### src/sv/csc_pkg.sv
package csc_pkg;

   localparam int DIM_DEFAULT = 64;
   localparam int NNZ_DEFAULT = 1024;
   localparam int EMIT_LIMIT  = 64;

   localparam int OP_W  = 3;
   localparam int COL_W = 7;
   localparam int ROW_W = 6;
   localparam int SLOT_W = 10;
   localparam int PTR_W = 11;
   localparam int VAL_W = 32;
   localparam int ACC_W = 48;

   localparam int REQ_DATA_W = 104;
   localparam int RSP_DATA_W = 56;
   localparam int RSP_USER_W = 3;

   localparam logic [OP_W-1:0] OP_SET_START  = 3'd0;
   localparam logic [OP_W-1:0] OP_SET_ENTRY  = 3'd1;
   localparam logic [OP_W-1:0] OP_GET_ENTRY  = 3'd2;
   localparam logic [OP_W-1:0] OP_GET_COLUMN = 3'd3;
   localparam logic [OP_W-1:0] OP_ADD_COLUMN = 3'd4;
   localparam logic [OP_W-1:0] OP_CLEAR      = 3'd5;
   localparam logic [OP_W-1:0] OP_READ_ACC   = 3'd6;
   localparam logic [OP_W-1:0] OP_NOP        = 3'd7;

   typedef logic signed [ACC_W-1:0] acc_type;

   localparam acc_type ACC_MAX = {1'b0, {(ACC_W-1){1'b1}}};
   localparam acc_type ACC_MIN = {1'b1, {(ACC_W-1){1'b0}}};

   typedef struct packed {
      logic [ROW_W-1:0]        row;
      logic signed [VAL_W-1:0] value;
   } nz_type;

   typedef struct packed {
      acc_type sum;
      logic    clip;
   } mac_res_type;

endpackage

### src/sv/csc_mac.sv
module csc_mac
   import csc_pkg::*;
   (input  logic                    clock,
    input  logic signed [VAL_W-1:0] entry,
    input  logic signed [VAL_W-1:0] x,
    input  acc_type                 acc,
    output mac_res_type             res);

   logic signed [2*VAL_W-1:0] product_ff;
   logic signed [2*VAL_W-1:0] biased;
   logic signed [ACC_W-1:0]   rounded;
   logic signed [ACC_W:0]     sum_wide;
   logic                      over;

   always_ff @(posedge clock) begin
      product_ff <= entry * x;
   end

   always_comb begin
      biased   = product_ff + 64'sd32768;
      rounded  = biased[2*VAL_W-1:16];
      sum_wide = {acc[ACC_W-1], acc} + {rounded[ACC_W-1], rounded};
      over     = sum_wide[ACC_W] != sum_wide[ACC_W-1];
      res.clip = over;
      if (over) begin
         res.sum = sum_wide[ACC_W] ? ACC_MIN : ACC_MAX;
      end else begin
         res.sum = sum_wide[ACC_W-1:0];
      end
   end

endmodule

### config.mk
export PLATFORM = sky130hd
export DESIGN_NAME = csc_mac
export DESIGN_NICKNAME = d
export VERILOG_FILES = /design/src/sv/csc_pkg.sv /design/src/sv/csc_mac.sv
export SDC_FILE = /design/constraint.sdc
export NUM_CORES = 2
export LEC_CHECK = 0
export ABC_AREA = 1
export BUFFER_PORTS_ARGS = -buffer_cell sky130_fd_sc_hd__buf_4
export CAP_MARGIN = 40
export CORE_MARGIN = 2
export CORE_UTILIZATION = 55
export DETAILED_ROUTE_END_ITERATION = 6
export PLACE_DENSITY = 0.72
export REMOVE_ABC_BUFFERS = 1
export SLEW_MARGIN = 20
export SYNTH_ARGS = -nofsm -noshare
export SYNTH_HDL_FRONTEND = slang
export SYNTH_SLANG_ARGS = --single-unit
### constraint.sdc
create_clock -name clock -period 13.6 [get_ports clock]
set_clock_uncertainty 0.1 [all_clocks]
set_input_delay 0 -clock clock [delete_from_list [all_inputs] [get_ports clock]]
set_output_delay 0 -clock clock [all_outputs]
set_load 0.01 [all_outputs]
### After elaboration in Yosys (flattened, before gate mapping)

Index checks and enable logic that the tools add are counted.

* bits in registers: 64
* input port bits: 113
* output and inout bits: 49
* logic and storage cells: 7

* $add $sub $neg: 2
* $mul: 1
* eq/ne operators: 1
* multiplexer cells: 2

Operators by type and width (count)
* $mux 48: 2
* $add 64x17->64 const B: 1
* $mul 32x32->64: 1
* $add 48x48->49: 1
* $ne 1x1->1: 1

### Logic depth before layout (Yosys ltp)

* word-level depth: 4
* gate-level depth with buffers: 30
* mapped depth without buffers: 29

### Worst setup path before layout

OpenSTA, ideal clock, no wires.

* path kind: input to register
* start point: input entry[31]
* end point: register product_ff[60]
* library setup time: 0.112 ns
* arrival: 6.670 ns
* data required time: 13.388 ns
* path slack: 6.717 ns
* cell stages on the path: 25
* buffers on the path: 1
* path through: clkbuf_1 > nand2_1 > inv_1 > fa_1 > inv_1 > fa_1 > fa_1 > inv_1 > fa_1 > inv_1 > fa_1 > inv_1 > fa_1 > inv_1 > fa_1 > fa_1 > inv_1 > ha_1 > nand2_1 > nor2_1 > inv_1 > nor4_1 > a21oi_1 > nand3_1 > nand2_1

* word-level cells in the longest chain between the ends: 1

RTL lines
* start, declared: RTL line csc_mac.sv:4 `input logic signed [VAL_W-1:0] entry,`
* $mul 32x32->64: RTL line csc_mac.sv:16 `product_ff <= entry * x;`
* end signal, assigned: RTL line csc_mac.sv:16
* end, declared: RTL line csc_mac.sv:9 `logic signed [2*VAL_W-1:0] product_ff;`

Every way passes these cells.

### Final worst setup path

* start point: input x[2]
* end point: register product_ff[49]

* word-level cells in the longest chain between the ends: 1

RTL lines
* start, declared: RTL line csc_mac.sv:5 `input logic signed [VAL_W-1:0] x,`
* $mul 32x32->64: RTL line csc_mac.sv:16

Every way passes these cells.

==> impl_metrics.ini <==
[setup_path]
cp_common_cell = fa_1
start_kind = input pin
cpLargestDelayFamily = adder cells
slowest_delay_ps = 1100
cp_max_fo = 32
crit_slowest_cell = fa_1
path_class = input pin to flop
worst_ep_required_time_ps = 13690
crit_chain = buf_4, nand2_1, inv_1, fa_1, fa_1, fa_1, fa_1, inv_1, fa_1, inv_1, fa_1, fa_1, fa_1, ha_1, nand2_1, nor2_1, inv_1, o21ai_0, o21bai_1, a21oi_1, nand2_1, xor2_1
end_kind = flop
cp.arrival_ps = 7680
worst-path-buf-inv = 5

[final_layout]
regMostFlops = product_ff
areaGrowthSynthToFinish_pct = 4.31
nets = 7363
largest_reg_flops = 49
drive_above_1_share = 0.0397
reg_top3 = product_ff: 49 flops

[clocking]
holdBufCountCts = 0
cts.htree.levels = 2
cts_buffer_depth = 2
path_clk_slew_ps = 70
clock_sinks = 49
cts_tree = built
cts_setup_buffers = 0
cts_root_buf = clkbuf_16
ctsResizeCount = 0
cts-buffers-inserted = 5

[sta]
rsz0062_at_grt = false
finalHoldViolCount = 0
min_period_ps = 7590
post-route-period-util = 0.558
drv_slew = 0
slew_headroom = 0.501
finalSetupViolCount = 0
finalSetupTns_ps = 0
worstMarginPinSlew_ps = 748
max_freq_mhz = 132

[logic_synthesis]
synth.most_common_cell = inv_1
synth.avg_cell_area_sq_um = 7.46
ys_warn_count = 0
ys_async_sr_fraction = 0
ys_top_cells_by_area = fa_1, inv_1, nand2_1
synth_top_cell_area_share = 0.486
synth_seq_area_share = 0.0220
synth_top_flop_cell = dfxtp_1
yosysUniqueCellTypes = 38
synth-edff-count = 0
synth-seq-cells = 49
synth_area_sq_um = 44500
syn-instance-count = 5970
yosys.area.top_type = fa_1
synthTopCellsByCount = inv_1, nand2_1, fa_1

[global_routing]
grt_max_degree = 49
antenna_found_initial = 1
grt_pass1_wl_microns = 209000
grt_overflow = 0
grt_pass1_vias = 39400
grt.total_usage = 0.323

[run]
drv_cap = 0

[placed_design]
gp_congestion = 1.02
dp_hpwl_microns = 109000
portBuffers = 161

[detailed_routing]
ant_nets = 0
vias = 36600
totalWireLength_microns = 128000
drc = 0
post_drt_wl_per_cell_microns = 18.3
drtIter0Drc = 2554
drt_pass1_iterations = 6
avgViaCountPerCell = 5.22

[floorplan]
initial_utilization = 0.555
die-area_sq_um = 83200
die_w_microns = 289
ioPinCount = 162
die_h_microns = 289
rows = 104
core_sq_um = 80300

[worst_hold_path]
min_path_type = input pin to primary output

[status]
outcome = completed
-- layout by cell type (no fill, tap or decap), types with 2 or more instances in the layout --
cell	count
inv_1	1828
nand2_1	1601
fa_1	1082
nor2_1	277
ha_1	229
buf_4	162
a21oi_1	153
nand3_1	115
o21ai_0	83
xor2_1	80
dfxtp_1	49
nor3_1	39
nand4_1	36
xnor2_1	35
o21bai_1	30
nand2_2	18
nor4_1	16
or2_2	13
nor2_2	12
o21ai_1	10
nand3b_1	8
inv_2	8
o21a_1	7
and3_1	6
a21o_1	6
clkbuf_16	5
a21boi_0	4
a31oi_1	4
nand3_2	4
nor2_4	3
a21oi_2	3
nand2_4	3
diode_2	2
and2_1	2
o211ai_1	2
-- through the flow --
stage	std cells	setup WS [ps]	instance area [sq um]	hold WS (ps)	utilization
after detailed placement	6990	5670	46200	307	0.576
after floorplan	5768	6930	43700	135	-
after global routing	7000	5570	46400	342	0.578
after CTS	6997	5960	46400	308	0.578
after global placement	6990	5610	46200	299	0.576
final	7001	6010	46400	302	0.578
-- cells by family (layout without fill, tap and decap cells) --
logic type / after synthesis / count (layout) / share of synthesized area
fa+ha+maj: 1311 / 1311 / 0.551
flops: 49 / 49 / 0.0220
simple gates: 2154 / 2154 / 0.194
buf+inv: 2038 / 2007 / 0.173
xor+xnor: 115 / 115 / 0.0226
other cells: 0 / 2 / 0
compound gates: 303 / 303 / 0.0373
-- path summary, 6_finish.rpt --
kind / depth (start not counted) / from / end
max: 22 / x[2] / product_ff[49]$_DFF_P_
min: 5 / acc[0] / res[1]
-- routing by layer --
| layer | global-route usage | up-vias | part of all wire |
|---|---|---|---|
| met5 | 0 | - | 0 |
| met4 | 0.103 | 0 | 0.039 |
| met3 | 0.0299 | 295 | 0.066 |
| met2 | 0.556 | 1409 | 0.49 |
| met1 | 0.432 | 18200 | 0.41 |
| li1 | - | 16700 | - |
-- worst min-delay path, cell delays in order --
cell	delay, ps
buf_4	80
ha_1	120
nand2_1	50
nand2_1	50
buf_4	110
-- layout make-up --
type	instances	area, sq um
Multi-Input combinational cell	3883	35800
Fill cell	7579	33800
Inverter	1836	6890
Tap cell	1060	1330
Timing Repair Buffer	164	1240
Sequential cell	49	981
Clock buffer	5	125
Clock inverter	2	35.0
Antenna cell	2	5.00
Power is left out: the tool's default activity adds up to more than one toggle a clock period on the data nets, which glitch-free logic cannot reach.
