--- config.mk ---
export PLATFORM = sky130hd
export DESIGN_NAME = csc_ram
export DESIGN_NICKNAME = d
export VERILOG_FILES = /design/src/sv/csc_ram.sv
export SDC_FILE = /design/constraint.sdc
export NUM_CORES = 1
export LEC_CHECK = 0
export BUFFER_PORTS_ARGS = -buffer_cell sky130_fd_sc_hd__buf_2
export CORE_MARGIN = 8
export CORE_UTILIZATION = 62
export DETAILED_ROUTE_END_ITERATION = 12
export HOLD_SLACK_MARGIN = 0.03
export PLACE_DENSITY = 0.79
export RECOVER_POWER = 50
export SLEW_MARGIN = 40
export SYNTH_ARGS = -nofsm -noshare
export SYNTH_HDL_FRONTEND = slang
export SYNTH_SLANG_ARGS = --single-unit
--- constraint.sdc ---
create_clock -name clock -period 2.4 [get_ports clock]
set_input_delay 0 -clock clock [delete_from_list [all_inputs] [get_ports clock]]
set_output_delay 0 -clock clock [all_outputs]
set_load 0.02 [all_outputs]
--- src/sv/csc_ram.sv ---
module csc_ram
   #(parameter int WIDTH = 8,
     parameter int DEPTH = 64)
   (input  logic                     clock,
    input  logic                     wr_en,
    input  logic [$clog2(DEPTH)-1:0] wr_addr,
    input  logic [WIDTH-1:0]         wr_data,
    input  logic [$clog2(DEPTH)-1:0] rd_addr,
    output logic [WIDTH-1:0]         rd_data);

   logic [WIDTH-1:0] mem_ff [DEPTH];
   logic [WIDTH-1:0] rdata_ff;

   always_ff @(posedge clock) begin
      if (wr_en) begin
         mem_ff[wr_addr] <= wr_data;
      end
      rdata_ff <= mem_ff[rd_addr];
   end

   assign rd_data = rdata_ff;

endmodule

After elaboration in Yosys (flattened, before gate mapping)

Memory sizes are Yosys's and may differ from the RTL's. A register that Yosys moved wholly into a read port is not among the register bits.
Index checks and enable logic that the tools add are counted.
W data, S select, Z words.

Flip-flop bits (word level): 0
Memory bits (writable): 512
Input port bits: 22
Output and inout port bits: 8
Word-level logic and storage cells: 3
Memories kept: 1

Muxes and demuxes: 2

Memory list:

| name   | words | width | rd ports | clocked after memory_dff | write ports | RTL line | source |
|---|---|---|---|---|---|---|---|
| mem_ff | 64    | 8     | 1        | 1                        | 1           | 11       | `logic [WIDTH-1:0] mem_ff [DEPTH];` |

Operators by type and width:

| kind    | count |
|---|---|
| $mux W1 | 2 |

Logic depth before layout (Yosys ltp)

Gate-level depths: netlist of the first run.

Depth in word-level cells: 2
Depth in mapped cells: 9
Gate-level depth less buffers: 5

Least setup slack after synthesis of the first run

No wires, ideal clock.

Path kind: register to register
Start point: mem mem_ff[29][4]
End point: reg rdata_ff[4], in the netlist rd_data[4] (read register of mem_ff)
Setup time: 0.132 ns
Data arrival time: 1.560 ns
Required time: 2.268 ns
Slack: 0.708 ns
Cell stages (with the launch flop): 6
Path buffers: 0
Period minus slack after synthesis: 1.692 ns
Cells stage by stage: edfxtp_1 mux4_2 mux2_2 o221a_2 nor3_1 o32ai_1

RTL lines:

| what            | RTL line | source |
|---|---|---|
| start, declared | 11       |  |
| end, declared   | 12       | `logic [WIDTH-1:0] rdata_ff;` |

==> results.tsv, run 1 <==
stage	metric	value	unit
status	status	finished with violations	
status	failing checks	capacitance limit, slew limit	
timing	aggregate negative setup slack	0	ps
worst_setup_path	Critical Path End Type	flip-flop	
timing	RSZ-0062 raised after global routing	no	
routing	DRC	0	
die	core area	32300	µm²
job	Max-Cap Viols	2	
clocking	Clock Latency Late Sink	550	ps
hold_path	Hold Crit Class	input pin to flip-flop	
timing	worst-margin pin slew	1980	ps
routing	topmost layer with routed signal wires	met5	
logic_synthesis	area of the mapped netlist	20200	µm²
placed_design	RePlAce Congestion	0.839	
logic_synthesis	Compound-Gate Fraction of Synth Area	2.07	%
logic_synthesis	asr flop ratio synth	0	%
timing	Max Fclk	439	MHz
finish	# diodes	0	
die	I/O pin cnt	30	
timing	Min Hold Slack	91.0	ps
die	Initial Utilization	62.5	%
placed_design	HPWL after detailed placement	27000	µm
logic_synthesis	main combinational cell family by area after synthesis	multiplexers	
clocking	clock tree buffer depth	3	
clocking	H-tree levels	2	
routing	M1 wire length	16900	µm
finish	Area growth syn-to-layout	14.0	%
routing	final wirelength	43800	µm
die	Die X-Extent	196	µm
power	pwr/cell area	798	nW/µm²
logic_synthesis	Seq/Total Area, Yosys	77.0	%
routing	average routed wire per standard cell	28.0	µm
routing	WL met3	4100	µm
clocking	clock sinks	520	
die	Die ar.	38600	µm²
logic_synthesis	distinct cell type count of the synthesized netlist	40	
logic_synthesis	cell taking the most area after synthesis	edfxtp_1	
power	Max IR drop VDD	0.735	mV
die	Rows	66	
routing	average via count per standard cell	6.47	
placed_design	I/O Buffers	29	
worst_setup_path	reg-to-reg startpoint	mem_ff[29][6]	
worst_setup_path	crit path launch	mem_ff[29][6]	
finish	number of nets in the layout	1110	
worst_setup_path	Worst Path Required	2800	ps
logic_synthesis	register bit total from synthesis	520	
logic_synthesis	Post-Synth Simple-Gate Area	3.39	%
global_routing	gr ovfl total	0	
worst_setup_path	crit path kind	flip-flop to flip-flop	
routing	Final ANT Viol Nets	0	
finish	layout cells sized above 1	29.3	%
global_routing	first-pass GRT wire length	65000	µm
global_routing	pin count of the biggest net entering global routing	65	
clocking	Worst-path clk slew	60	ps
timing	min cycle time layout	2280	ps
routing	via count	10100	
logic_synthesis	Synth Area in Adders	0	%
logic_synthesis	Synth Flop Type	edfxtp_1	
hold_path	min-delay src	wr_addr[0]	
finish	most frequent cells in the layout	512 x edfxtp_1, 126 x mux4_2, 96 x buf_4	
timing	Layout Skew	16.6	ps
timing	endpoints failing hold	0	
logic_synthesis	Yosys top cell area share	76.2	%
routing	metal2 WL	21500	µm
routing	Initial DRT Pass Iterations	7	
logic_synthesis	post-synthesis mux area share	15.9	%
global_routing	vias in the first global route	10300	
clocking	clk root buf	clkbuf_16	
timing	final setup vio count	0	
timing	Tcrit/Tclk final	94.9	%
power	Leak	7.38	nW
global_routing	total track usage	22.8	%
logic_synthesis	Synth area leaders	edfxtp_1 76%, mux4_2 14%, nor2_1 1.5%, mux2i_1 1.1%, dfxtp_1 0.79%	
logic_synthesis	syn nets	962	
clocking	CTS buffer count	49	
routing	number of DRC markers in iteration 0	1146	
finish	Core Util, Final	71.2	%
worst_setup_path	Crit path arrival time	2680	ps
global_routing	initial antenna violation count	2	
worst_setup_path	CP max FO	1	
logic_synthesis	XOR/XNOR share of the synthesized area	0	%
clocking	Post-CTS Setup Bufs	0	
worst_setup_path	Setup crit start kind	flip-flop	
logic_synthesis	Post-synth EDFFs	512	
finish	leading cell type in the layout, fill and taps excluded	edfxtp_1	
timing	Max-slew headroom	-31.9	%
timing	Slew Viols, Final	74	
logic_synthesis	warning count from the yosys run	0	
logic_synthesis	syn_area_per_cell	21.5	µm²
logic_synthesis	synthesized instance count	940	
clocking	CTS tree	yes	
die	Chip Height	196	µm
==> synth_stat cells, drive strengths merged, types with 2 or more instances <==
cell and number:
nand2b 7, nand3b 3, a21oi 3, o21a 2, nor4 2, o41ai 2, o32ai 2, a221oi 6
mux2i 23, o22ai 8, edfxtp 512, mux2 13, mux4 126, nor2 83, o2111ai 3, o21ai 4
o221a 2, nor3 7, a22oi 3, clkbuf 17, dfxtp 8, nor2b 14, nand4 2, nand3 13
buf 34, a211oi 4, a2111oi 2, o221ai 8, o2bb2ai 3, nand2 19
==> critical path, stage by stage, from the launching register on <==
cell	delay, ps
edfxtp_1	380
mux4_2	470
mux2_2	270
o221a_2	290
nor3_1	550
o32ai_1	180
==> kinds of logic (layout without fill, tap and decap cells) <==
family          count (synthesis)  in the layout
compound gates                 54             54
buf+inv                        51            235
flops                         520            520
mux                           162            162
simple gates                  153            153
==> worst paths after layout <==
| kind | to | slack, ps | cells after the start |
|---|---|---|---|
| max | rd_data[6] | 120 | 5 |
| min | mem_ff[55][5] | 90 | 3 |
| max reg2reg | rd_data[6] | 120 | 5 |
| min reg2reg | rd_data[4] | 870 | 3 |
==> cell type report <==
class,count,area (µm²)
clock inverter,30,241
fill,1846,9300
clock buffer,57,1260
sequential,520,15500
timing repair buffer,148,1080
multi-input combinational,369,4320
tap,442,553
==> stage by stage <==
step                      std cells  cell area, µm²  power, W  worst slack [ps]
after global routing           1566           23000    0.0188               105
after CTS                      1566           23000    0.0184               110
after floorplan                 940           20200    0.0108               708
after detailed placement       1471           21500    0.0112              36.8
after global placement         1471           21500    0.0112              20.2
final                          1566           23000    0.0183               123
==> what timing repair did <==
action | in CTS | in global routing
endpoints found under the hold margin | 170 | 0
setup endpoints to repair | 0 | 0
hold buffers | 8 | 0
gates resized for setup | 0 | 0
==> flip-flops by register name, summed over array words and instances, names as in the netlist <==
signal   cells
mem_ff     512
rd_data      8
==> where the power goes <==
group          switching (W)  internal (W)
Clock                0.00311       0.00416
Sequential         0.0000310        0.0101
Combinational       0.000593      0.000380
==> metal layers <==
metal	global-route usage, %	up-vias
met4	7.38	2
met3	4.04	95
met1	31.5	5204
met5	0	-
li1	-	4224
met2	37.3	610
Note: power is estimated with default switching activity, not from simulation.
==> run 2: changes to the inputs <==
Settings changed: RECOVER_POWER 50 to not set.
==> results.tsv, run 2 (synthesis results as in run 1) <==
stage	metric	value	unit	change
worst_setup_path	CP max-delay cell	nor3_1		
global_routing	met2 usage	37.3	%	unchanged
finish	layout cells sized above 1	30.8	%	+1.5 points
routing	average via count per standard cell	6.45		-0.37%
global_routing	vias in the first global route	10300		unchanged
global_routing	initial antenna violation count	1		-1
worst_setup_path	reg-to-reg startpoint	mem_ff[29][6]		
power	P_int	0.0146	W	about the same
finish	leading cell type in the layout, fill and taps excluded	edfxtp_1		
global_routing	GR Util met3	4.04	%	unchanged
clocking	clock sinks	520		unchanged
die	Die ar.	38600	µm²	unchanged
power	Net Sw Frac	20.4	%	about the same
timing	worst-margin pin slew	793	ps	-1190 ps
worst_setup_path	Crit path arrival time	2690	ps	about the same
die	Chip Height	196	µm	unchanged
worst_setup_path	critical-path cell list	mux4_2 -> mux2_2 -> o221a_2 -> nor3_1 -> o32ai_1		
finish	most frequent cells in the layout	512 x edfxtp_1, 126 x mux4_2, 110 x buf_4		
routing	via count	10100		-0.37%
clocking	CTS tree	yes		
global_routing	pin count of the biggest net entering global routing	65		unchanged
worst_setup_path	Critical Path End Type	flip-flop		
clocking	Post-CTS Setup Bufs	0		unchanged
global_routing	total track usage	22.8	%	unchanged
finish	largest register by flop count	mem_ff		
clocking	Worst-path clk slew	60	ps	about the same
placed_design	Placement Setup Slack	36.8	ps	unchanged
die	core area	32300	µm²	unchanged
die	Rows	66		unchanged
timing	Tcrit/Tclk final	95.3	%	+0.44 points
timing	aggregate negative setup slack	0	ps	unchanged
routing	DRC	0		unchanged
finish	max reg flops	512		unchanged
global_routing	first-pass GRT wire length	65000	µm	unchanged
worst_setup_path	Setup crit start kind	flip-flop		
timing	RSZ-0062 raised after global routing	no		
placed_design	I/O Buffers	29		unchanged
routing	average routed wire per standard cell	28.0	µm	about the same
timing	Layout Skew	14.4	ps	-2.21 ps
worst_setup_path	CP delay by family, top	multiplexers		
power	power share of the sequential group	55.0	%	about the same
worst_setup_path	CP max FO	1		unchanged
routing	Initial DRT Pass Iterations	8		+1
die	I/O pin cnt	30		unchanged
placed_design	RePlAce Congestion	0.839		unchanged
routing	Final ANT Viol Nets	0		unchanged
clocking	Clock Latency Late Sink	550	ps	about the same
global_routing	met1 usage	31.5	%	unchanged
worst_setup_path	crit path launch	mem_ff[29][6]		
job	Max-Cap Viols	0		-2
global_routing	grt peak-use layer	met2		
power	Max IR drop VDD	0.730	mV	-0.59%
finish	Area growth syn-to-layout	14.3	%	
die	Initial Utilization	62.5	%	unchanged
timing	post-route worst setup slack	112	ps	-10.5 ps
clocking	clk root buf	clkbuf_16		
timing	min cycle time layout	2290	ps	+10.5 ps
hold_path	Hold Crit Class	input pin to flip-flop		
timing	Max Fclk	437	MHz	-0.46%
power	Leak	7.44	nW	+0.81%
worst_setup_path	Reg2Reg Setup Slack	110	ps	about the same
clocking	clock tree buffer depth	3		unchanged
timing	final setup vio count	0		unchanged
clocking	CTS buffer count	49		unchanged
worst_setup_path	Worst Path Required	2800	ps	about the same
die	Die X-Extent	196	µm	unchanged
worst_setup_path	Max stage delay on crit path	560	ps	about the same
power	pwr/cell area	796	nW/µm²	-0.24%
timing	Slew Viols, Final	0		-100%
power	combinational fraction of design power	5.4	%	about the same
finish	number of nets in the layout	1110		unchanged
routing	number of DRC markers in iteration 0	1138		-0.70%
global_routing	gr ovfl total	0		unchanged
hold_path	min-delay src	wr_data[0]		
clocking	H-tree levels	2		unchanged
worst_setup_path	Worst Path Buf+Inv	0		unchanged
placed_design	HPWL after detailed placement	27000	µm	unchanged
finish	# diodes	0		unchanged
power	sw power	0.00374	W	about the same
worst_setup_path	crit path kind	flip-flop to flip-flop		
routing	final wirelength	43800	µm	about the same
timing	endpoints failing hold	0		unchanged
status	status	finished, final reports clean		
timing	Max-slew headroom	47.2	%	+79 points
power	clock share of power	39.7	%	about the same
run 2: changes by cell type in the layout (fill, tap and decap cells not counted), sizes merged:
| cell | before | now |
|---|---|---|
| clkbuf | 79 | 58 |
| buf | 118 | 139 |
run 2: stage by stage:
stage	area, µm²	util (%)	cells	hold slack, ps	total power [W]
finish	23000	71.4	1566	72.1	0.0183
global route	23000	71.4	1566	74.1	0.0188
CTS	23000	71.4	1566	52.9	0.0184
detailed placement	21500	66.5	1471	242	0.0112
global placement	21500	66.5	1471	237	0.0112
floorplan	20200	-	940	98.9	0.0108
run 2: layer usage:
| layer | part of all wire [%] | vias to the layer above | wire [µm] |
|---|---|---|---|
| li1 | - | 4220 | - |
| met1 | 39 | 5222 | 16900 |
| met2 | 49 | 575 | 21600 |
| met3 | 9.4 | 78 | 4100 |
| met4 | 2.6 | 2 | 1140 |
| met5 | 0.030 | - | 13 |
run 2: worst reg2reg max path: stages, from the launching register on:
cell and delay, ps:
edfxtp_1 380, mux4_2 470, mux2_2 270, o221a_2 290, nor3_1 560, o32ai_1 180
run 2: path summary, 6_finish.rpt:
check,to,depth (start not counted)
hold / removal,mem_ff[18][0],1
setup reg to reg,rd_data[6],5
hold reg to reg,rd_data[4],3
setup / recovery,rd_data[6],5
run 2: repair_timing:
item	CTS	global route
hold buffers	8	0
hold endpoints to repair	170	0
setup endpoints to repair	0	0
resized for setup	0	0
run 2: power by group through the flow:
| stage | Combinational [W] | Sequential (W) | Clock [W] |
|---|---|---|---|
| after global placement | 0.000941 | 0.0103 | 0 |
| final | 0.000984 | 0.0101 | 0.00727 |
| after floorplan | 0.000536 | 0.0103 | 0 |
| after CTS | 0.000985 | 0.0101 | 0.00738 |
| after detailed placement | 0.000969 | 0.0103 | 0 |
| after global routing | 0.00103 | 0.0101 | 0.00770 |
run 2: final cells by class:
class                   count  area (µm²)
multi-input cells         369        4320
clock buffers              57        1260
clock inverters            30         241
well taps                 442         553
repair buffers            148        1140
flip-flops and latches    520       15500
fillers                  1829        9250
